**config.mk**
```make
export PLATFORM = sky130hd
export DESIGN_NAME = fault_table_manager
export DESIGN_NICKNAME = d
export VERILOG_FILES = /design/src/sv/ftm_pkg.sv /design/src/sv/fault_table_manager.sv /design/src/sv/ftm_ctrl.sv /design/src/sv/ftm_dp.sv
export SDC_FILE = /design/constraint.sdc
export NUM_CORES = 1
export LEC_CHECK = 0
export BUFFER_PORTS_ARGS = -buffer_cell sky130_fd_sc_hd__buf_2
export CAP_MARGIN = 20
export CORE_MARGIN = 2
export CORE_UTILIZATION = 45
export DETAILED_ROUTE_END_ITERATION = 8
export PLACE_DENSITY = 0.65
export SLEW_MARGIN = 20
export SYNTH_ARGS = -nofsm -noshare
export SYNTH_HDL_FRONTEND = slang
export SYNTH_SLANG_ARGS = --single-unit
export TNS_END_PERCENT = 100
```
**constraint.sdc**
```tcl
create_clock -name clk -period 17 [get_ports clk]
set_input_delay 3.4 -clock clk [delete_from_list [all_inputs] [get_ports clk]]
set_output_delay 3.4 -clock clk [all_outputs]
set_load 0.02 [all_outputs]
```
**src/sv/ftm_pkg.sv**
```systemverilog
package ftm_pkg;

  localparam int CODE_W  = 8;
  localparam int SEV_W   = 2;
  localparam int TIME_W  = 16;
  localparam int SPEED_W = 16;
  localparam int THR_W   = 15;
  localparam int RIDX_W  = 4;
  localparam int ACT_W   = 2;
  localparam int CFG_AW  = 2;
  localparam int CFG_DW  = 16;

  localparam logic [ACT_W-1:0] ACT_TICK   = 2'd0;
  localparam logic [ACT_W-1:0] ACT_REPORT = 2'd1;
  localparam logic [ACT_W-1:0] ACT_ACK    = 2'd2;
  localparam logic [ACT_W-1:0] ACT_READ   = 2'd3;

  localparam logic [SEV_W-1:0] SEV_WARNING  = 2'd0;
  localparam logic [SEV_W-1:0] SEV_SELF_CLR = 2'd1;
  localparam logic [SEV_W-1:0] SEV_LATCHED  = 2'd2;
  localparam logic [SEV_W-1:0] SEV_OVER     = 2'd3;

  localparam logic [CFG_AW-1:0] REG_SPEED_THR  = 2'd0;
  localparam logic [CFG_AW-1:0] REG_GATE_CODE  = 2'd1;
  localparam logic [CFG_AW-1:0] REG_NREADY_CODE = 2'd2;
  localparam logic [CFG_AW-1:0] REG_NREADY_TMO = 2'd3;

  typedef struct packed {
    logic [CODE_W-1:0] code;
    logic [SEV_W-1:0]  sev;
    logic [TIME_W-1:0] timer;
  } entry_t;

  typedef enum logic [2:0] {
    OP_IDLE,
    OP_LOAD,
    OP_SCAN,
    OP_FILTER,
    OP_READ,
    OP_EMIT
  } op_t;

  typedef enum logic [1:0] {
    SRC_ITEM,
    SRC_GATE,
    SRC_NREADY
  } src_t;

  typedef struct packed {
    op_t  op;
    src_t src;
  } cmd_t;

  typedef struct packed {
    logic walk_done;
    logic need_gate;
    logic need_nready;
  } status_t;

  typedef enum logic [2:0] {
    ST_IDLE,
    ST_GATE,
    ST_NREADY,
    ST_REPORT,
    ST_FILTER,
    ST_READ,
    ST_EMIT
  } state_t;

endpackage

```
**src/sv/fault_table_manager.sv**
```systemverilog
// Inverter fault table. An item is accepted on a clock edge where start is high
// and busy is low; its single result transaction appears in the cycle after the
// last internal step, on the result ports for exactly one cycle, marked by done,
// and the receiver cannot stall it. The table is a memory of MAX_FAULTS entries
// with one read and one write port, walked one entry per cycle. A read does not
// walk the table; a report or an acknowledge walks it once, and a tick walks it
// once per gate fault or not-ready report that a line edge calls for and once
// for the countdown pass, and each report may grow it by one entry. Removal
// compacts the table in the same pass, so entry order is kept. The gate enable
// stays low after reset until the first tick, then at each tick follows the
// absence of any non-warning fault. The user must write configuration through
// cfg_we, cfg_addr and cfg_wdata only while idle; the block does not enforce it.
module fault_table_manager import ftm_pkg::*; #(
  parameter int MAX_FAULTS = 16
) (
  input  logic                      clk,
  input  logic                      rst,
  input  logic                      start,
  output logic                      busy,
  input  logic [ACT_W-1:0]          action,
  input  logic [TIME_W-1:0]         elapsed_ms,
  input  logic                      gate_fault_line,
  input  logic                      gate_ready_line,
  input  logic signed [SPEED_W-1:0] speed,
  input  logic [CODE_W-1:0]         fault_code,
  input  logic [SEV_W-1:0]          severity,
  input  logic [TIME_W-1:0]         timeout_ms,
  input  logic [RIDX_W-1:0]         read_index,
  input  logic                      cfg_we,
  input  logic [CFG_AW-1:0]         cfg_addr,
  input  logic [CFG_DW-1:0]         cfg_wdata,
  output logic                      done,
  output logic                      gate_enable,
  output logic                      system_faulted,
  output logic [$clog2(MAX_FAULTS+1)-1:0] fault_count,
  output logic                      report_dropped,
  output logic                      entry_valid,
  output logic [CODE_W-1:0]         entry_code,
  output logic [SEV_W-1:0]          entry_severity,
  output logic [TIME_W-1:0]         entry_time_left
);

  // The controller sequences the walks; the datapath owns the table and flags.
  cmd_t    cmd;
  status_t status;

  ftm_ctrl u_ctrl (
    .clk    (clk),
    .rst    (rst),
    .start  (start),
    .action (action),
    .status (status),
    .cmd    (cmd),
    .busy   (busy)
  );

  ftm_dp #(
    .MAX_FAULTS (MAX_FAULTS)
  ) u_dp (
    .clk             (clk),
    .rst             (rst),
    .cmd             (cmd),
    .status          (status),
    .action          (action),
    .elapsed_ms      (elapsed_ms),
    .gate_fault_line (gate_fault_line),
    .gate_ready_line (gate_ready_line),
    .speed           (speed),
    .fault_code      (fault_code),
    .severity        (severity),
    .timeout_ms      (timeout_ms),
    .read_index      (read_index),
    .cfg_we          (cfg_we),
    .cfg_addr        (cfg_addr),
    .cfg_wdata       (cfg_wdata),
    .done            (done),
    .gate_enable     (gate_enable),
    .system_faulted  (system_faulted),
    .fault_count     (fault_count),
    .report_dropped  (report_dropped),
    .entry_valid     (entry_valid),
    .entry_code      (entry_code),
    .entry_severity  (entry_severity),
    .entry_time_left (entry_time_left)
  );

endmodule

```
**src/sv/ftm_ctrl.sv**
```systemverilog
module ftm_ctrl import ftm_pkg::*; (
  input  logic             clk,
  input  logic             rst,
  input  logic             start,
  input  logic [ACT_W-1:0] action,
  input  status_t          status,
  output cmd_t             cmd,
  output logic             busy
);

  state_t state, state_next;

  always_ff @(posedge clk) begin
    if (rst) begin
      state <= ST_IDLE;
    end else begin
      state <= state_next;
    end
  end

  always_comb begin
    state_next = state;
    cmd.op     = OP_IDLE;
    cmd.src    = SRC_ITEM;
    busy       = 1'b1;
    case (state)
      ST_IDLE: begin
        busy = 1'b0;
        if (start) begin
          cmd.op = OP_LOAD;
          case (action)
            ACT_TICK:   state_next = ST_GATE;
            ACT_REPORT: state_next = ST_REPORT;
            ACT_ACK:    state_next = ST_FILTER;
            default:    state_next = ST_READ;
          endcase
        end
      end
      ST_GATE: begin
        if (status.need_gate) begin
          cmd.op  = OP_SCAN;
          cmd.src = SRC_GATE;
          if (status.walk_done) begin
            state_next = ST_NREADY;
          end
        end else begin
          state_next = ST_NREADY;
        end
      end
      ST_NREADY: begin
        if (status.need_nready) begin
          cmd.op  = OP_SCAN;
          cmd.src = SRC_NREADY;
          if (status.walk_done) begin
            state_next = ST_FILTER;
          end
        end else begin
          state_next = ST_FILTER;
        end
      end
      ST_REPORT: begin
        cmd.op = OP_SCAN;
        if (status.walk_done) begin
          state_next = ST_EMIT;
        end
      end
      ST_FILTER: begin
        cmd.op = OP_FILTER;
        if (status.walk_done) begin
          state_next = ST_EMIT;
        end
      end
      ST_READ: begin
        cmd.op     = OP_READ;
        state_next = ST_EMIT;
      end
      ST_EMIT: begin
        cmd.op     = OP_EMIT;
        state_next = ST_IDLE;
      end
      default: begin
        state_next = ST_IDLE;
      end
    endcase
  end

endmodule

```
**src/sv/ftm_dp.sv**
```systemverilog
module ftm_dp import ftm_pkg::*; #(
  parameter int MAX_FAULTS = 16,
  parameter int IW = (MAX_FAULTS > 1) ? $clog2(MAX_FAULTS) : 1,
  parameter int CW = $clog2(MAX_FAULTS + 1)
) (
  input  logic               clk,
  input  logic               rst,
  input  cmd_t               cmd,
  output status_t            status,
  input  logic [ACT_W-1:0]   action,
  input  logic [TIME_W-1:0]  elapsed_ms,
  input  logic               gate_fault_line,
  input  logic               gate_ready_line,
  input  logic signed [SPEED_W-1:0] speed,
  input  logic [CODE_W-1:0]  fault_code,
  input  logic [SEV_W-1:0]   severity,
  input  logic [TIME_W-1:0]  timeout_ms,
  input  logic [RIDX_W-1:0]  read_index,
  input  logic               cfg_we,
  input  logic [CFG_AW-1:0]  cfg_addr,
  input  logic [CFG_DW-1:0]  cfg_wdata,
  output logic               done,
  output logic               gate_enable,
  output logic               system_faulted,
  output logic [CW-1:0]      fault_count,
  output logic               report_dropped,
  output logic               entry_valid,
  output logic [CODE_W-1:0]  entry_code,
  output logic [SEV_W-1:0]   entry_severity,
  output logic [TIME_W-1:0]  entry_time_left
);

  localparam int XW = (CW > RIDX_W) ? CW + 1 : RIDX_W + 1;
  localparam logic [CW-1:0] MAX_CNT = CW'(MAX_FAULTS);

  entry_t mem [MAX_FAULTS];
  entry_t rdata;

  logic [THR_W-1:0]  speed_thr;
  logic [CODE_W-1:0] gate_code;
  logic [CODE_W-1:0] nready_code;
  logic [TIME_W-1:0] nready_tmo;

  logic [ACT_W-1:0]   a_act;
  logic [TIME_W-1:0]  a_elapsed;
  logic [SPEED_W-1:0] a_speed;
  logic [CODE_W-1:0]  a_code;
  logic [SEV_W-1:0]   a_sev;
  logic [TIME_W-1:0]  a_tmo;
  logic [RIDX_W-1:0]  a_ridx;

  logic [CW-1:0] count;
  logic [CW-1:0] rd_ptr;
  logic [CW-1:0] wr_ptr;
  logic          pend;
  logic          faulted;
  logic          acc_faulted;
  logic          gate_seen;
  logic          nready_seen;
  logic          need_gate;
  logic          need_nready;
  logic          dropped;
  logic          rd_valid;

  logic              ren;
  logic [IW-1:0]     raddr;
  logic              wen;
  logic [IW-1:0]     waddr;
  entry_t            wdata;
  logic              walk_done;
  logic              hit;
  logic              keep;
  logic              miss;

  logic [CODE_W-1:0] s_code;
  logic [SEV_W-1:0]  s_sev;
  logic [TIME_W-1:0] s_tmo;
  logic [TIME_W-1:0] abs_speed;
  logic              slow;
  logic [TIME_W-1:0] dec_timer;

  always_ff @(posedge clk) begin
    if (rst) begin
      speed_thr   <= THR_W'(26);
      gate_code   <= CODE_W'(254);
      nready_code <= CODE_W'(255);
      nready_tmo  <= TIME_W'(1000);
    end else if (cfg_we) begin
      case (cfg_addr)
        REG_SPEED_THR:   speed_thr   <= cfg_wdata[THR_W-1:0];
        REG_GATE_CODE:   gate_code   <= cfg_wdata[CODE_W-1:0];
        REG_NREADY_CODE: nready_code <= cfg_wdata[CODE_W-1:0];
        REG_NREADY_TMO:  nready_tmo  <= cfg_wdata[TIME_W-1:0];
        default: begin
        end
      endcase
    end
  end

  always_ff @(posedge clk) begin
    if (wen) begin
      mem[waddr] <= wdata;
    end
    if (ren) begin
      rdata <= mem[raddr];
    end
  end

  always_comb begin
    case (cmd.src)
      SRC_GATE: begin
        s_code = gate_code;
        s_sev  = SEV_LATCHED;
        s_tmo  = '0;
      end
      SRC_NREADY: begin
        s_code = nready_code;
        s_sev  = SEV_SELF_CLR;
        s_tmo  = nready_tmo;
      end
      default: begin
        s_code = a_code;
        s_sev  = (a_sev == SEV_OVER) ? SEV_LATCHED : a_sev;
        s_tmo  = a_tmo;
      end
    endcase
  end

  // Two's complement magnitude; the most negative speed maps to 0x8000.
  assign abs_speed = a_speed[SPEED_W-1] ? (~a_speed + TIME_W'(1)) : a_speed;
  assign slow      = abs_speed < {1'b0, speed_thr};
  assign dec_timer = (rdata.timer > a_elapsed) ? (rdata.timer - a_elapsed) : '0;

  always_comb begin
    ren       = 1'b0;
    raddr     = IW'(rd_ptr);
    wen       = 1'b0;
    waddr     = IW'(wr_ptr);
    wdata     = rdata;
    walk_done = 1'b0;
    hit       = 1'b0;
    keep      = 1'b0;
    miss      = 1'b0;
    case (cmd.op)
      OP_SCAN: begin
        hit = pend && (rdata.code == s_code);
        if (hit) begin
          walk_done = 1'b1;
          if (s_sev == SEV_SELF_CLR) begin
            wen         = 1'b1;
            waddr       = IW'(rd_ptr - CW'(1));
            wdata.timer = s_tmo;
          end
        end else if (rd_ptr < count) begin
          ren = 1'b1;
        end else if (!pend) begin
          walk_done = 1'b1;
          miss      = 1'b1;
          if (count < MAX_CNT) begin
            wen   = 1'b1;
            waddr = IW'(count);
            wdata = '{code: s_code, sev: s_sev, timer: s_tmo};
          end
        end
      end
      OP_FILTER: begin
        if (pend) begin
          if (a_act == ACT_TICK) begin
            if (rdata.sev == SEV_SELF_CLR) begin
              wdata.timer = dec_timer;
              keep        = !((dec_timer == '0) && slow);
            end else begin
              keep = 1'b1;
            end
          end else begin
            keep = (rdata.sev != SEV_LATCHED);
          end
          wen = keep;
        end
        if (rd_ptr < count) begin
          ren = 1'b1;
        end
        walk_done = !pend && (rd_ptr == count);
      end
      OP_READ: begin
        ren   = 1'b1;
        raddr = IW'(a_ridx);
      end
      default: begin
      end
    endcase
  end

  always_ff @(posedge clk) begin
    if (cmd.op == OP_LOAD) begin
      a_act     <= action;
      a_elapsed <= elapsed_ms;
      a_speed   <= speed;
      a_code    <= fault_code;
      a_sev     <= severity;
      a_tmo     <= timeout_ms;
      a_ridx    <= read_index;
    end
    if (cmd.op == OP_READ) begin
      rd_valid <= (XW'(a_ridx) < XW'(count)) && (XW'(a_ridx) < XW'(MAX_FAULTS));
    end
    if (cmd.op == OP_EMIT) begin
      entry_valid     <= (a_act == ACT_READ) && rd_valid;
      entry_code      <= ((a_act == ACT_READ) && rd_valid) ? rdata.code : '0;
      entry_severity  <= ((a_act == ACT_READ) && rd_valid) ? rdata.sev : '0;
      entry_time_left <= ((a_act == ACT_READ) && rd_valid) ? rdata.timer : '0;
    end
  end

  always_ff @(posedge clk) begin
    if (rst) begin
      count       <= '0;
      rd_ptr      <= '0;
      wr_ptr      <= '0;
      pend        <= 1'b0;
      faulted     <= 1'b0;
      acc_faulted <= 1'b0;
      gate_seen   <= 1'b0;
      nready_seen <= 1'b0;
      need_gate   <= 1'b0;
      need_nready <= 1'b0;
      dropped     <= 1'b0;
      gate_enable <= 1'b0;
      done        <= 1'b0;
    end else begin
      done <= (cmd.op == OP_EMIT);
      if (ren && (cmd.op != OP_READ)) begin
        rd_ptr <= rd_ptr + CW'(1);
      end
      // No read is issued on the last cycle of a walk, so this also clears pend.
      if (cmd.op == OP_SCAN || cmd.op == OP_FILTER) begin
        pend <= ren;
      end
      case (cmd.op)
        OP_LOAD: begin
          rd_ptr      <= '0;
          wr_ptr      <= '0;
          pend        <= 1'b0;
          acc_faulted <= 1'b0;
          dropped     <= 1'b0;
          if (action == ACT_TICK) begin
            need_gate   <= gate_fault_line && !gate_seen;
            need_nready <= !gate_ready_line && !nready_seen;
            gate_seen   <= gate_fault_line;
            nready_seen <= !gate_ready_line;
          end
        end
        OP_SCAN: begin
          if (miss) begin
            if (count < MAX_CNT) begin
              count <= count + CW'(1);
              if (s_sev != SEV_WARNING) begin
                faulted <= 1'b1;
              end
            end else begin
              dropped <= 1'b1;
            end
          end
          if (walk_done) begin
            rd_ptr <= '0;
          end
        end
        OP_FILTER: begin
          if (keep) begin
            wr_ptr <= wr_ptr + CW'(1);
            if (rdata.sev != SEV_WARNING) begin
              acc_faulted <= 1'b1;
            end
          end
          if (walk_done) begin
            count   <= wr_ptr;
            faulted <= acc_faulted;
            if (a_act == ACT_TICK) begin
              gate_enable <= !acc_faulted;
            end
            rd_ptr      <= '0;
            wr_ptr      <= '0;
            acc_faulted <= 1'b0;
          end
        end
        default: begin
        end
      endcase
    end
  end

  assign status.walk_done   = walk_done;
  assign status.need_gate   = need_gate;
  assign status.need_nready = need_nready;

  assign system_faulted = faulted;
  assign fault_count    = count;
  assign report_dropped = dropped;

endmodule

```
# Yosys cells after proc, flatten, opt, wreduce, memory -nomap -nowiden

Memory sizes are Yosys's and may differ from the RTL's. A register that Yosys moved wholly into a read port is not among the register bits.
Index checks and enable logic that the tools add are counted.

Add/subtract/negate cells: 6
Magnitude comparators: 5
Eq/ne operators: 37
Muxes and demuxes: 81
Bitwise operators: 1
Reduce and logical (&&, ||, !) cells: 39

Operators with widths:

| operator                                                         | count |
|---|---|
| 16-bit 2-to-1 mux                                                | 7 |
| 26-bit 2-to-1 mux                                                | 3 |
| 16-bit one-hot mux with 2 select lines                           | 2 |
| 4-bit 2-to-1 mux                                                 | 9 |
| 5-bit 2-to-1 mux                                                 | 7 |
| 5-bit one-hot mux with 2 select lines                            | 3 |
| 1-bit 2-to-1 mux                                                 | 29 |
| 3-bit one-hot mux with 7 select lines                            | 1 |
| 10-bit 2-to-1 mux                                                | 2 |
| 3-bit 2-to-1 mux                                                 | 6 |
| 16-bit by 1-bit adder with 16-bit output (second input constant) | 1 |
| 16-bit greater-than comparator                                   | 1 |
| 16-bit zero test                                                 | 1 |
| 16-bit by 15-bit < comparator with 1-bit output                  | 1 |
| 16-bit NOT                                                       | 1 |
| 8-bit one-hot mux with 2 select lines                            | 1 |
| 16-bit subtractor                                                | 1 |
| 5-bit by 1-bit adder with 5-bit output (second input constant)   | 3 |
| 3-bit == test (second input constant)                            | 5 |
| 3-bit one-hot mux with 5 select lines                            | 1 |
| 2-bit == test (second input constant)                            | 6 |
| 3-bit by 2-bit == test with 1-bit output (second input constant) | 4 |
| 2-bit AND reduction                                              | 6 |
| 2-bit by 1-bit == test with 1-bit output (second input constant) | 5 |
| 27 further kinds                                                 | 63 |

Bits in registers: 167
Memory bits (writable): 416
Input port bits: 88
Output and inout port bits: 37
Word-level logic and storage cells: 200
Memories: 1

Memory list:

| memory   | depth | bits a word | rd ports | clocked after memory_dff | wr ports | RTL line     | source |
|---|---|---|---|---|---|---|---|
| u_dp.mem | 16    | 26          | 1        | 1                        | 1        | ftm_dp.sv:36 | `entry_t mem [MAX_FAULTS];` |

# Longest topological paths before layout

Gate-level depths: netlist of the first run.

Depth after elaboration: 13
Gate-level depth with buffers: 17
Gate-level depth less buffers: 16

# Modules after synthesis

From an unflattened synthesis of the first run, not the netlist that was laid out.

Cells, all modules: 2205
Area, all modules: 26716.9 um^2

Modules (own cells, without submodules):

| module   | instances | cells each | area each (um^2) | seq. area each (um^2) |
|---|---|---|---|---|
| ftm_dp   | 1         | 2172       | 26466.6          | 17476.8 |
| ftm_ctrl | 1         | 33         | 250.2            | 60.1 |

# Worst setup path before layout of the first run

Ideal clock, no wire load.

Kind: input-to-reg
Start point: input port start
End point: register u_dp.need_gate
Library setup time: 0.065 ns
Arrival: 7.326 ns
Path slack: 9.609 ns
Stages on the path: 6
Cell sequence: inv_1 -> nor2_1 -> nand2_1 -> nor3b_1 -> a21oi_1 -> nor2_1

Longest elaborated chain between the ends: 4

RTL lines:

| element                                  | RTL line                  | source |
|---|---|---|
| start, declared                          | fault_table_manager.sv:18 | `input logic start,` |
| 1-bit 2-to-1 mux                         | ftm_ctrl.sv:29            | `if (start) begin` |
| 3-bit one-hot mux with 7 select lines    | ftm_ctrl.sv:26            | `case (state)` |
| 3-bit by 1-bit == test with 1-bit output | ftm_dp.sv:239             | `case (cmd.op)` |
| 2-bit AND reduction (no source line)     | n/a                       |  |
| end signal, assigned                     | ftm_dp.sv:247             | `need_gate <= gate_fault_line && !gate_seen;` |
| end, declared                            | ftm_dp.sv:60              | `logic need_gate;` |

No other way between the ends.
A chain may end at the register's enable or synchronous reset.

# Final worst setup path of the first run

Start point: register u_ctrl.state[1]
End point: memory u_dp.mem[3][6] (netlist name), enable pin

Longest elaborated chain between the ends: 10
Elaborated cells between the ends (all ways): 26
Classes of those cells: 12 x eq/ne; 12 x mux; 2 x reduce/logical

RTL lines:

| element                                                                                              | RTL line                     | source |
|---|---|---|
| start, declared                                                                                      | ftm_ctrl.sv:11               | `state_t state, state_next;` |
| start signal, assigned                                                                               | ftm_ctrl.sv:17               | `state <= state_next;` |
| 3-bit by 2-bit == test with 1-bit output or 3-bit by 1-bit == test with 1-bit output (tied branches) | ftm_ctrl.sv:26               |  |
| 2-bit one-hot mux with 2 select lines                                                                | ftm_ctrl.sv:26               |  |
| 2-bit == test or 2-bit by 1-bit == test with 1-bit output (tied branches)                            | ftm_dp.sv:110                | `case (cmd.src)` |
| 8-bit one-hot mux with 2 select lines or 2-bit one-hot mux with 2 select lines (tied branches)       | ftm_dp.sv:110                |  |
| 8-bit == test or 2-bit by 1-bit == test with 1-bit output (tied branches)                            | ftm_dp.sv:146, ftm_dp.sv:149 |  |
| 1-bit logical AND or 1-bit 2-to-1 mux (tied branches)                                                | ftm_dp.sv:146, ftm_dp.sv:149 |  |
| 1-bit 2-to-1 mux                                                                                     | ftm_dp.sv:147                | `if (hit) begin` |
| 1-bit one-hot mux with 2 select lines                                                                | ftm_dp.sv:144                | `case (cmd.op)` |
| 1-bit 2-to-1 mux                                                                                     | ftm_dp.sv:101                | `if (wen) begin` |
| 1-bit 2-to-1 mux (implied by the code)                                                               | ftm_dp.sv:102                | `mem[waddr] <= wdata;` |
| end, declared                                                                                        | ftm_dp.sv:36                 |  |

Parallel ways exist; a longest one is shown, timed or not.

==> results of run 1 <==
## metrics by stage
step / total power [mW] / instances / area (um^2) / worst slack (ns)
finish: 4.177 / 2682 / 29580 / 11.69
global route: 4.359 / 2680 / 29580 / 11.21
CTS: 4.204 / 2680 / 29580 / 11.72
detailed placement: 2.813 / 2558 / 27490 / 11.60
global placement: 2.793 / 2558 / 27490 / 11.65
floorplan: 2.502 / 1710 / 25740 / 9.609
## area by class of cell
| class | instances | share of cell area, % |
|---|---|---|
| Tap cell | 756 | 3.197 |
| Clock inverter | 33 | 1.023 |
| Clock buffer | 89 | 6.048 |
| Inverter | 56 | 0.7105 |
| Multi-Input combinational cell | 961 | 26.27 |
| Sequential cell | 609 | 59.28 |
| Antenna cell | 2 | 0.01692 |
| Timing Repair Buffer | 176 | 3.460 |
## worst max-delay path, stage by stage, from the launching register on
cell      delay (ns)
dfxtp_1         0.50
nor2b_1         0.32
nand3b_1        0.14
ha_1            0.30
buf_4           0.32
inv_1           0.38
o21ai_0         0.39
xor2_1          0.22
nor4b_1         0.25
nand4_1         0.30
and2_1          0.55
a21oi_4         0.40
nand2_1         0.21
nor3_2          0.17
buf_4           0.43
## layer usage
layer	GRT usage (%)	share of wire, %	vias to the layer above
met2	32.96	46	586
li1	-	-	6959
met3	4.390	7.7	90
met4	5.955	1.8	2
met1	30.87	44	7766
met5	0	0.022	-
## layout by cell type (no fill, tap or decap), types with 12 or more instances in the layout
cell type    n
ha_1        45
buf_4       51
a211oi_1    32
mux4_2     104
dfxtp_1     75
nand4_1     13
a21oi_1     74
nand3_1     33
o221ai_1    12
clkbuf_1    19
a31oi_1     34
nand2_1    214
or3_1       13
buf_2      124
nor3_2      12
and2_1      56
nor2_1      47
o21ai_0     42
inv_1       55
edfxtp_1   534
and3_1      17
clkbuf_16   67
xnor2_1     25
## how the worst max path moves through the flow
stage,startpoint,slack (ns),depth (start not counted),end
final,u_ctrl.state[1]$_SDFFE_PP0P_,11.69,14,u_dp.mem[3][6]$_DFFE_PP_
after global routing,u_ctrl.state[1]$_SDFFE_PP0P_,11.21,14,u_dp.mem[1][11]$_DFFE_PP_
after CTS,u_ctrl.state[1]$_SDFFE_PP0P_,11.72,14,u_dp.mem[3][6]$_DFFE_PP_
after detailed placement,start,11.60,4,u_dp.a_elapsed[11]$_DFFE_PP_
after global placement,start,11.65,4,u_dp.a_elapsed[12]$_DFFE_PP_
after floorplan,start,9.61,6,u_dp.need_gate$_SDFFE_PP0P_
## kinds of logic (layout without fill, tap and decap cells)
family	Yosys count	in the layout	share of synthesized area, %
buffers and inverters	140	354	2.260
multiplexers	110	110	9.337
AND/OR/NAND/NOR	476	476	9.060
other	0	2	0
adder cells (fa/ha/maj)	46	46	2.265
XOR/XNOR	32	32	1.089
flip-flops	609	609	68.12
AO/OA/AOI/OAI	297	297	7.869
## registers in the layout, indices dropped and copies added (netlist names), 2 cells and up
signal	cells
u_dp.entry_code	8
u_dp.nready_code	8
u_dp.fault_count	5
u_dp.rd_ptr	5
u_dp.a_elapsed	16
u_ctrl.state	3
u_dp.a_sev	2
u_dp.entry_time_left	16
u_dp.a_code	8
u_dp.a_tmo	16
u_dp.a_speed	16
u_dp.nready_tmo	16
u_dp.mem	416
u_dp.speed_thr	15
u_dp.wr_ptr	5
u_dp.a_ridx	4
u_dp.gate_code	8
u_dp.rdata	26
u_dp.a_act	2
u_dp.entry_severity	2
## power by group through the flow
stage | sequential [mW] | combinational [mW] | clock [mW]
final | 1.91 | 0.878 | 1.39
after global routing | 1.92 | 0.965 | 1.47
after CTS | 1.91 | 0.878 | 1.42
after detailed placement | 1.94 | 0.874 | 0
after global placement | 1.94 | 0.855 | 0
after floorplan | 1.92 | 0.582 | 0
==> metrics.md, run 1 <==
| Metric | Value |
|---|---|
| Area share of the largest cell type after synthesis | 62.29% |
| Sequential element share of the synthesized area | 68.12% |
| P_int | 2.952 mW |
| Die Width | 243.2 um |
| Post-CTS Repair Setup Buffers | 0 |
| Fillers | 4575 |
| Critical Path Sink Type | flip-flop |
| Initial Util | 45.57% |
| Cells after Synth | 1710 |
| FF+latch area | 0.01754 mm^2 |
| Die Y | 243.2 um |
| Die area | 0.05914 mm^2 |
| Hold Fails Final Rpt | 0 |
| Total track usage | 21.36% |
| P_leak | 10.30 nW |
| Slew @ Worst Pin | 1.049 ns |
| Cts hold-fix bufs | 0 |
| Layout area overhead | 14.92% |
| Clk buf depth | 3 |
| R2R Path Start | u_ctrl.state[1]$_SDFFE_PP0P_ |
| Vias in the first global route | 15350 |
| First-pass GRT wire length | 95370 um |
| Fmax | 188.2 MHz |
| Max-slew violations | 0 |
| Syn nets | 1844 |
| RSZ-0062 raised after global routing | no |
| Tmin final | 5.314 ns |
| Kind of launch point of the worst setup path | flip-flop |
| Final WL | 62700 um |
| Worst-path clk slew | 0.06 ns |
| Post-synth ARST share | 0% |
| Final setup violating endpoints | 0 |
| Arr. time, crit path | 5.54 ns |
| Post-synth top area cell | edfxtp_1 |
| Hold Startpoint | u_dp.speed_thr[10]$_SDFFE_PP0P_ |
| Multi-input gate area | 0.007771 mm^2 |
| Crit Path Max Fanout | 33 |
| Max_cap viols | 0 |
| Core area | 0.05650 mm^2 |
| Worst Path Required | 17.23 ns |
| Most frequent cells after synthesis | 534 x edfxtp_1, 214 x nand2_1, 104 x mux4_2 |
| Power density over the cells | 141.2 mW/mm^2 |
| Largest net degree at the start of global routing | 105 |
| Max VDD drop | 0.00008450 V |
| Hold depth | 2 |
| Count of clock tree sinks | 609 |
| Final Cycle Share | 31.26% |
| HP Class | reg2reg |
| Top cells by area, synth | edfxtp_1 62%, mux4_2 9.1%, dfxtp_1 5.8% |
| Hold WS | 0.4527 ns |
| CTS H-tree depth | 3 |
| Drt first pass iters | 5 |
| R2R setup slack | 11.69 ns |
| Register share of total power | 45.8% |
| Slew headroom | 29.78% |
| Post-synthesis cell area | 0.02574 mm^2 |
| Vias | 15400 |
| Logic pwr share | 21.0% |
| TritonCTS clock tree | done |
| Reg2reg end | u_dp.mem[3][6]$_DFFE_PP_ |
| Post-synthesis sequential element count | 609 |
| Synthesis Warnings | 0 |
| I/O pin count | 125 |
| Initial DRC Count | 1652 |
| R2R cell count | 14 |
| Port bufs | 124 |
| Number of enable flip-flop cells after synthesis | 534 |
| Synth unique cells | 75 |
| Wirelength per Cell | 23.38 um |
| Final ANT Viol Nets | 0 |
| CP Class | reg2reg |
| Core Util, Final | 52.37% |
| Hold path endpoint | u_dp.speed_thr[10]$_SDFFE_PP0P_ |
| GRT overflow | 0 |
| Commonest register cell after synthesis | edfxtp_1 |
| Status | finished, final reports clean |
| DR vias/cell | 5.743 |
| Post-DP HPWL | 40340 um |
| Post-CTS Resized | 0 |
| Sw Share | 29.32% |
| Clock buffer count from CTS | 66 |
| Initial antenna violation count | 1 |
| Routability Congestion | 0.9023 |
| Root Buffer | clkbuf_16 |
| FP Rows | 87 |
| Setup Skew | 0.02472 ns |
| Post-layout net count | 2004 |
| Clk Latency, worst-skew pair | 0.60 ns |
| Residual DRC | 0 |
| Layout cell share with drive strength beyond 1 | 22.09% |
| Clk pwr share | 33.2% |
| Syn_area_per_cell | 15.05 um^2 |
| Setup TNS | 0 ns |
| P_sw | 1.225 mW |
| Count leader, synth | edfxtp_1 |
No activity file was read; power rests on OpenSTA's default activity.
==> run 2: changes to the inputs <==
--- a/config.mk
+++ b/config.mk
@@ -5,12 +5,13 @@
 export SDC_FILE = /design/constraint.sdc
 export NUM_CORES = 1
 export LEC_CHECK = 0
+export ABC_AREA = 1
 export BUFFER_PORTS_ARGS = -buffer_cell sky130_fd_sc_hd__buf_2
 export CAP_MARGIN = 20
 export CORE_MARGIN = 2
 export CORE_UTILIZATION = 45
 export DETAILED_ROUTE_END_ITERATION = 8
-export PLACE_DENSITY = 0.65
+export PLACE_DENSITY = 0.64
 export SLEW_MARGIN = 20
 export SYNTH_ARGS = -nofsm -noshare
 export SYNTH_HDL_FRONTEND = slang
==> constraint.sdc (replaced) <==
create_clock -name clk -period 4.91 [get_ports clk]
set_input_delay 0.982 -clock clk [delete_from_list [all_inputs] [get_ports clk]]
set_output_delay 0.982 -clock clk [all_outputs]
set_load 0.02 [all_outputs]
==> run 2 against run 1 <==
Effect of this change:
- design area up 2.4%
- register-to-register slack lost 11 ns
- global-route usage up 1.7 points
- count of clock-buffer cells in the layout fell by 14
- die area is 3.4% higher
- sequential share of layout area fell by 1.4 points
- flip-flop and latch count is the same
- clock power rose to 3.3 times the previous value
- wire length grew 14%
- synthesized cell count rose by 42%
- clock skew up 0.013 ns
- utilization is 0.83 points lower
==> metrics.md, run 2 <==
| Metric | Value |
|---|---|
| Status | finished, final reports clean |
| First-pass GRT wire length | 108300 um |
| Post-synth top area cell | edfxtp_1 |
| Syn_area_per_cell | 10.95 um^2 |
| Max VDD drop | 0.0004894 V |
| P_leak | 11.10 nW |
| Final ANT Viol Nets | 0 |
| Wirelength per Cell | 21.18 um |
| P_sw | 6.887 mW |
| Register share of total power | 41.8% |
| Sw Share | 37.92% |
| TritonCTS clock tree | done |
| Fmax | 220.3 MHz |
| Vias in the first global route | 18200 |
| Post-DP HPWL | 47050 um |
| Max_cap viols | 0 |
| Setup TNS | 0 ns |
| Clk buf depth | 3 |
| FP Rows | 89 |
| Post-layout net count | 2684 |
| Worst-path clk slew | 0.06 ns |
| Top delay family on crit path | simple AND/OR/NAND/NOR gates |
| CP max stage cell | nor2_4 |
| Total track usage | 23.08% |
| Routability Congestion | 0.8903 |
| Slew @ Worst Pin | 1.090 ns |
| Tmin final | 4.540 ns |
| Logic pwr share | 33.0% |
| Final WL | 71430 um |
| Layout cell share with drive strength beyond 1 | 13.16% |
| Initial antenna violation count | 1 |
| Post-CTS Resized | 0 |
| Post-synth ARST share | 0% |
| Worst Path Required | 5.25 ns |
| Post-synthesis sequential element count | 609 |
| Critical Path, Cell by Cell | inv_2, nor2_1, nand3_1, ha_1, inv_2, nand2_1, inv_2, a21oi_2, nand2_1, nand2_1, nor2_1, nand4_2, o22ai_2, nand2_1, o21ai_4, nand2_2, nor2_4, buf_12 |
| Clk pwr share | 25.1% |
| Buffers and inverters on the worst path | 4 |
| Commonest register cell after synthesis | edfxtp_1 |
| Core area | 0.05880 mm^2 |
| Final setup violating endpoints | 0 |
| Most frequent cells after synthesis | 534 x edfxtp_1, 347 x nor2_1, 328 x nand2_1 |
| DR vias/cell | 5.655 |
| Port bufs | 124 |
| Vias | 19070 |
| CTS H-tree depth | 2 |
| Syn nets | 2568 |
| Commonest non-fill, non-tap cells in the layout | 534 x edfxtp_1, 330 x nor2_1, 328 x nand2_1 |
| Root Buffer | clkbuf_16 |
| Drt first pass iters | 5 |
| Number of enable flip-flop cells after synthesis | 534 |
| Die Y | 247.3 um |
| Power density over the cells | 599.4 mW/mm^2 |
| Kind of launch point of the worst setup path | flip-flop |
| Largest register by flop count | u_dp.mem |
| Clock buffer count from CTS | 61 |
| Die Width | 247.3 um |
| Slew headroom | 27.36% |
| Residual DRC | 0 |
| Most common cell after layout, fill and taps aside | edfxtp_1 |
| P_int | 11.28 mW |
| Critical Path Sink Type | flip-flop |
| Max reg flops | 416 |
| Crit Path Max Fanout | 16 |
| Count of clock tree sinks | 609 |
| Cells after Synth | 2434 |
| I/O pin count | 125 |
| Synthesis Warnings | 0 |
| Critical Path Most Common Cell | nand2_1 |
| R2R setup slack | 0.37 ns |
| Largest regs | u_dp.mem: 416 flops, u_dp.rdata: 26 flops |
| Post-synthesis cell area | 0.02664 mm^2 |
| CP Class | reg2reg |
| GRT overflow | 0 |
| Die area | 0.06117 mm^2 |
| Top cells by area, synth | edfxtp_1 60%, dfxtp_1 5.6%, o21ai_0 5.4% |
| Count leader, synth | edfxtp_1 |
| Layout area overhead | 13.73% |
| Setup Skew | 0.03771 ns |
| Sequential element share of the synthesized area | 65.82% |
| Largest net degree at the start of global routing | 209 |
| Arr. time, crit path | 4.88 ns |
| Clk Latency, worst-skew pair | 0.66 ns |
| Area share of the largest cell type after synthesis | 60.19% |
| Max-slew violations | 0 |
| Initial Util | 45.31% |
| RSZ-0062 raised after global routing | no |
| Core Util, Final | 51.53% |
| HP Class | reg2reg |
| Hold Fails Final Rpt | 0 |
| Final Cycle Share | 92.47% |
| Worst path max stage delay | 0.45 ns |
| Initial DRC Count | 1941 |
| Synth unique cells | 54 |
## run 2: changes by cell type after synthesis, moves of 80 or more
cell	delta
inv_1	+123
mux4_2	-104
nand2_1	+114
nand3_1	+80
nor2_1	+299
o21ai_0	+246
## run 2: worst reg2reg max path: stages (launching register included)
cell	delay, ns
dfxtp_1	0.42
inv_2	0.10
nor2_1	0.14
nand3_1	0.15
ha_1	0.36
inv_2	0.22
nand2_1	0.23
inv_2	0.29
a21oi_2	0.12
nand2_1	0.12
nand2_1	0.06
nor2_1	0.18
nand4_2	0.20
o22ai_2	0.42
nand2_1	0.17
o21ai_4	0.16
nand2_2	0.23
nor2_4	0.45
buf_12	0.22
## run 2: worst paths after layout
kind	startpoint	endpoint	cells past startpoint
worst max-delay path	u_ctrl.state[1]$_SDFFE_PP0P_	u_dp.mem[10][18]$_DFFE_PP_	18
worst max register to register	u_ctrl.state[1]$_SDFFE_PP0P_	u_dp.mem[10][18]$_DFFE_PP_	18
worst min-delay path	u_dp.nready_tmo[15]$_SDFFE_PP0P_	u_dp.nready_tmo[15]$_SDFFE_PP0P_	2
worst min register to register	u_dp.nready_tmo[15]$_SDFFE_PP0P_	u_dp.nready_tmo[15]$_SDFFE_PP0P_	2
## run 2: cell type report
class / instances / area [um^2]
Clock inverter: 37 / 367.9
Sequential cell: 609 / 17540
Multi-Input combinational cell: 1511 / 8036
Clock buffer: 75 / 1579
Fill cell: 5087 / 28500
Tap cell: 773 / 967.2
Timing Repair Buffer: 173 / 1076
Inverter: 194 / 733.2
Antenna cell: 1 / 2.502
## run 2: kinds of logic after synthesis
kind of cell             synth area share (%)
buffers and inverters                   4.593
AO/OA/AOI/OAI                           12.61
adder cells (fa/ha/maj)                 2.189
flip-flops                              65.82
AND/OR/NAND/NOR                         14.10
XOR/XNOR                               0.6904
## run 2: stage by stage
stage               setup WS [ns]  area, um^2  hold slack, ns  power [mW]  cells
floorplan                  0.9018       26640          0.4245       11.32   2434
finish                     0.3698       30300          0.4568       18.16   3373
CTS                        0.3609       30280          0.4567       18.16   3371
global route             0.006512       30300          0.4705       19.12   3372
global placement           0.5834       28330          0.4394       13.47   3259
detailed placement         0.4053       28330          0.4471       13.60   3259
## run 2: timing repair
action / 4_1_cts / 5_1_grt
buffers inserted: 0 / 1
setup endpoints to repair: 0 / 9
hold buffers: 0 / 0
## run 2: power groups by stage
stage          registers (mW)  logic (mW)  clock network [mW]
6_report                 7.59        6.00                4.57
3_3_place_gp             7.67        5.80                   0
2_1_floorplan            7.51        3.81                   0
3_5_place_dp             7.68        5.92                   0
5_1_grt                  7.64        6.64                4.85
4_1_cts                  7.58        5.95                4.63
## run 2: per-layer routing
layer / vias up / track usage, % / share of wire [%]
met4: 2 / 5.477 / 1.8
met3: 87 / 3.408 / 7.6
met5: - / 0 / 0.018
li1: 8894 / - / -
met2: 783 / 36.68 / 46
met1: 9307 / 33.45 / 45
==> run 3: changes to the inputs <==
--- a/config.mk
+++ b/config.mk
@@ -5,15 +5,14 @@
 export SDC_FILE = /design/constraint.sdc
 export NUM_CORES = 1
 export LEC_CHECK = 0
-export ABC_AREA = 1
 export BUFFER_PORTS_ARGS = -buffer_cell sky130_fd_sc_hd__buf_2
-export CAP_MARGIN = 20
+export CAP_MARGIN = 10
 export CORE_MARGIN = 2
 export CORE_UTILIZATION = 45
 export DETAILED_ROUTE_END_ITERATION = 8
-export PLACE_DENSITY = 0.64
+export PLACE_DENSITY = 0.65
 export SLEW_MARGIN = 20
 export SYNTH_ARGS = -nofsm -noshare
 export SYNTH_HDL_FRONTEND = slang
 export SYNTH_SLANG_ARGS = --single-unit
-export TNS_END_PERCENT = 100
+export TNS_END_PERCENT = 30
==> run 3 against run 2 <==
Effect of this change:
- first-iteration DRC count is 28% lower
- count of clock-buffer cells in the layout is 7 lower
- clock power is 3% higher
- die area is 3.3% lower
- highest routed layer is now met4
==> metrics.md, run 3 (synthesis results as in run 1) <==
| Metric | Value |
|---|---|
| Number of diodes | 0 |
| Slew headroom | 33.08% |
| CTS H-tree depth | 2 |
| Clk Latency, worst-skew pair | 0.65 ns |
| R2R Path Start | u_dp.a_speed[9]$_DFFE_PP_ |
| Hold Startpoint | u_dp.nready_tmo[0]$_SDFFE_PP0P_ |
| Drt first pass iters | 5 |
| CP Class | reg2reg |
| Largest register by flop count | u_dp.mem |
| Tmin final | 4.806 ns |
| Vias in the first global route | 15600 |
| Hold Fails Final Rpt | 0 |
| Largest regs | u_dp.mem: 416 flops, u_dp.rdata: 26 flops |
| Critical Path Sink Type | flip-flop |
| Fmax | 208.1 MHz |
| Most common cell after layout, fill and taps aside | edfxtp_1 |
| M2 GR Usage | 33.52% |
| Largest net degree at the start of global routing | 105 |
| Critical Path, Cell by Cell | or4_4, or4_4, o21a_1, xor2_1, ha_1, nand3_1, a2111oi_2, a211o_2, o21bai_2, or4_4, o21a_4, a21oi_4, buf_12, nor4_4, buf_12 |
| Layout area overhead | 17.46% |
| Residual DRC | 0 |
| First-pass GRT wire length | 96900 um |
| Initial Util | 45.57% |
| P_int | 10.26 mW |
| Most Crowded Layer GR | met2 |
| Max_cap viols | 0 |
| Max VDD drop | 0.0002932 V |
| Die area | 0.05914 mm^2 |
| Clock buffer count from CTS | 61 |
| Worst-path clk slew | 0.06 ns |
| Initial antenna violation count | 0 |
| Worst path max stage delay | 0.77 ns |
| Count of clock tree sinks | 609 |
| Port bufs | 124 |
| CP max stage cell | nor4_4 |
| FP Rows | 87 |
| Routability Congestion | 0.9233 |
| Setup WS pre-CTS | -0.08731 ns |
| Cts hold-fix bufs | 0 |
| Status | finished, final reports clean |
| Final setup violating endpoints | 0 |
| TritonCTS clock tree | done |
| Worst Setup SP | u_dp.a_speed[9]$_DFFE_PP_ |
| Setup WS post-layout | 0.1037 ns |
| Layout cell share with drive strength beyond 1 | 24.01% |
| Wirelength per Cell | 23.18 um |
| Commonest non-fill, non-tap cells in the layout | 534 x edfxtp_1, 214 x nand2_1, 124 x buf_2 |
| GR Layer Usage met1 | 31.28% |
| Routing usage on met3 | 2.831% |
| Post-route cell area | 0.03024 mm^2 |
| Area of placed instances | 0.02800 mm^2 |
| Post-DP HPWL | 42820 um |
| P_leak | 10.68 nW |
| Final ANT Viol Nets | 0 |
| Initial DRC Count | 1395 |
| Arr. time, crit path | 5.15 ns |
| Power density over the cells | 479.9 mW/mm^2 |
| Die Y | 243.2 um |
| Kind of launch point of the worst setup path | flip-flop |
| Fillers | 4517 |
| Clk buf depth | 3 |
| Max reg flops | 416 |
| Final Cycle Share | 97.89% |
| Total track usage | 21.36% |
| Die Width | 243.2 um |
| Worst Path Required | 5.25 ns |
| DR vias/cell | 5.791 |
| Clk pwr share | 32.5% |
| Critical Path Most Common Cell | or4_4 |
| HP Class | reg2reg |
| GRT overflow | 0 |
| Slew @ Worst Pin | 0.9829 ns |
| Post-layout net count | 2051 |
| Logic pwr share | 22.0% |
| Max-slew violations | 0 |
| I/O pin count | 125 |
| Root Buffer | clkbuf_16 |
| Final WL | 63200 um |
| Crit Path Max Fanout | 17 |
| Sw Share | 29.30% |
| Vias | 15790 |
| P_sw | 4.252 mW |
| Total power | 14.51 mW |
| Register share of total power | 45.4% |
| Setup Skew | 0.02652 ns |
| RSZ-0062 raised after global routing | yes |
| Core area | 0.05650 mm^2 |
==> run 3: cell count changes in the layout (fill, tap and decap cells not counted), sizes merged, moves of 62 or more <==
cell and change:
o221ai -62, nand3 -91, nand2 -124, mux4 +104, o21ai -249, inv -134
nor2 -305
==> run 3: through the flow <==
stage | hold slack (ns) | util, % | TNS, ns | cells
2_1_floorplan | 0.4319 | - | -213.68 | 1710
3_3_place_gp | 0.4412 | 49.56 | 0 | 2593
3_5_place_dp | 0.4465 | 49.56 | -2.794 | 2593
4_1_cts | 0.4547 | 53.22 | 0 | 2709
5_1_grt | 0.4677 | 53.52 | -0.7566 | 2726
6_report | 0.4563 | 53.52 | 0 | 2726
==> run 3: area by class of cell <==
cell class              count  area (um^2)  area share, %
clock buffers              68         1553          5.135
clock inverters            48        490.5          1.622
inverters                  56        210.2         0.6952
multi-input cells         961         7850          25.96
flip-flops and latches    609        17540          58.00
well taps                 756        945.9          3.128
repair buffers            228         1652          5.462
==> run 3: power by group through the flow <==
| stage | Combinational, mW | Clock, mW | Sequential, mW |
|---|---|---|---|
| 2_1_floorplan | 2.02 | 0 | 6.65 |
| 3_3_place_gp | 3.09 | 0 | 6.69 |
| 3_5_place_dp | 3.15 | 0 | 6.68 |
| 4_1_cts | 3.17 | 4.83 | 6.59 |
| 5_1_grt | 3.49 | 5.00 | 6.61 |
| 6_report | 3.20 | 4.72 | 6.59 |
==> run 3: final timing paths <==
kind	slack [ns]	end	cells past startpoint
hold / removal	0.46	u_dp.nready_tmo[0]$_SDFFE_PP0P_	2
hold reg to reg	0.46	u_dp.nready_tmo[0]$_SDFFE_PP0P_	2
setup / recovery	0.10	u_dp.mem[14][8]$_DFFE_PP_	15
setup reg to reg	0.10	u_dp.mem[14][8]$_DFFE_PP_	15
==> run 3: repair_timing <==
action / CTS / global route
gates resized for setup: 4 / 4
setup endpoints to repair: 42 / 407
pin swaps: 1 / 8
hold endpoints to repair: 0 / 0
setup buffers: 0 / 17
==> run 3: per-layer routing <==
metal  vias to the layer above  wire [um]
met5                         -          0
met4                         0       1500
met3                        99       4422
met2                       666      29630
met1                      7970      27640
li1                       7051          -
==> run 3: critical path, delay by kind of cell (launching register included) <==
kind                     cells  cell delay [ns]
AO/OA/AOI/OAI                6             1.10
XOR/XNOR                     1             0.14
adder cells (fa/ha/maj)      1             0.30
buffers and inverters        2             0.44
flip-flops                   1             0.45
AND/OR/NAND/NOR              5             2.03
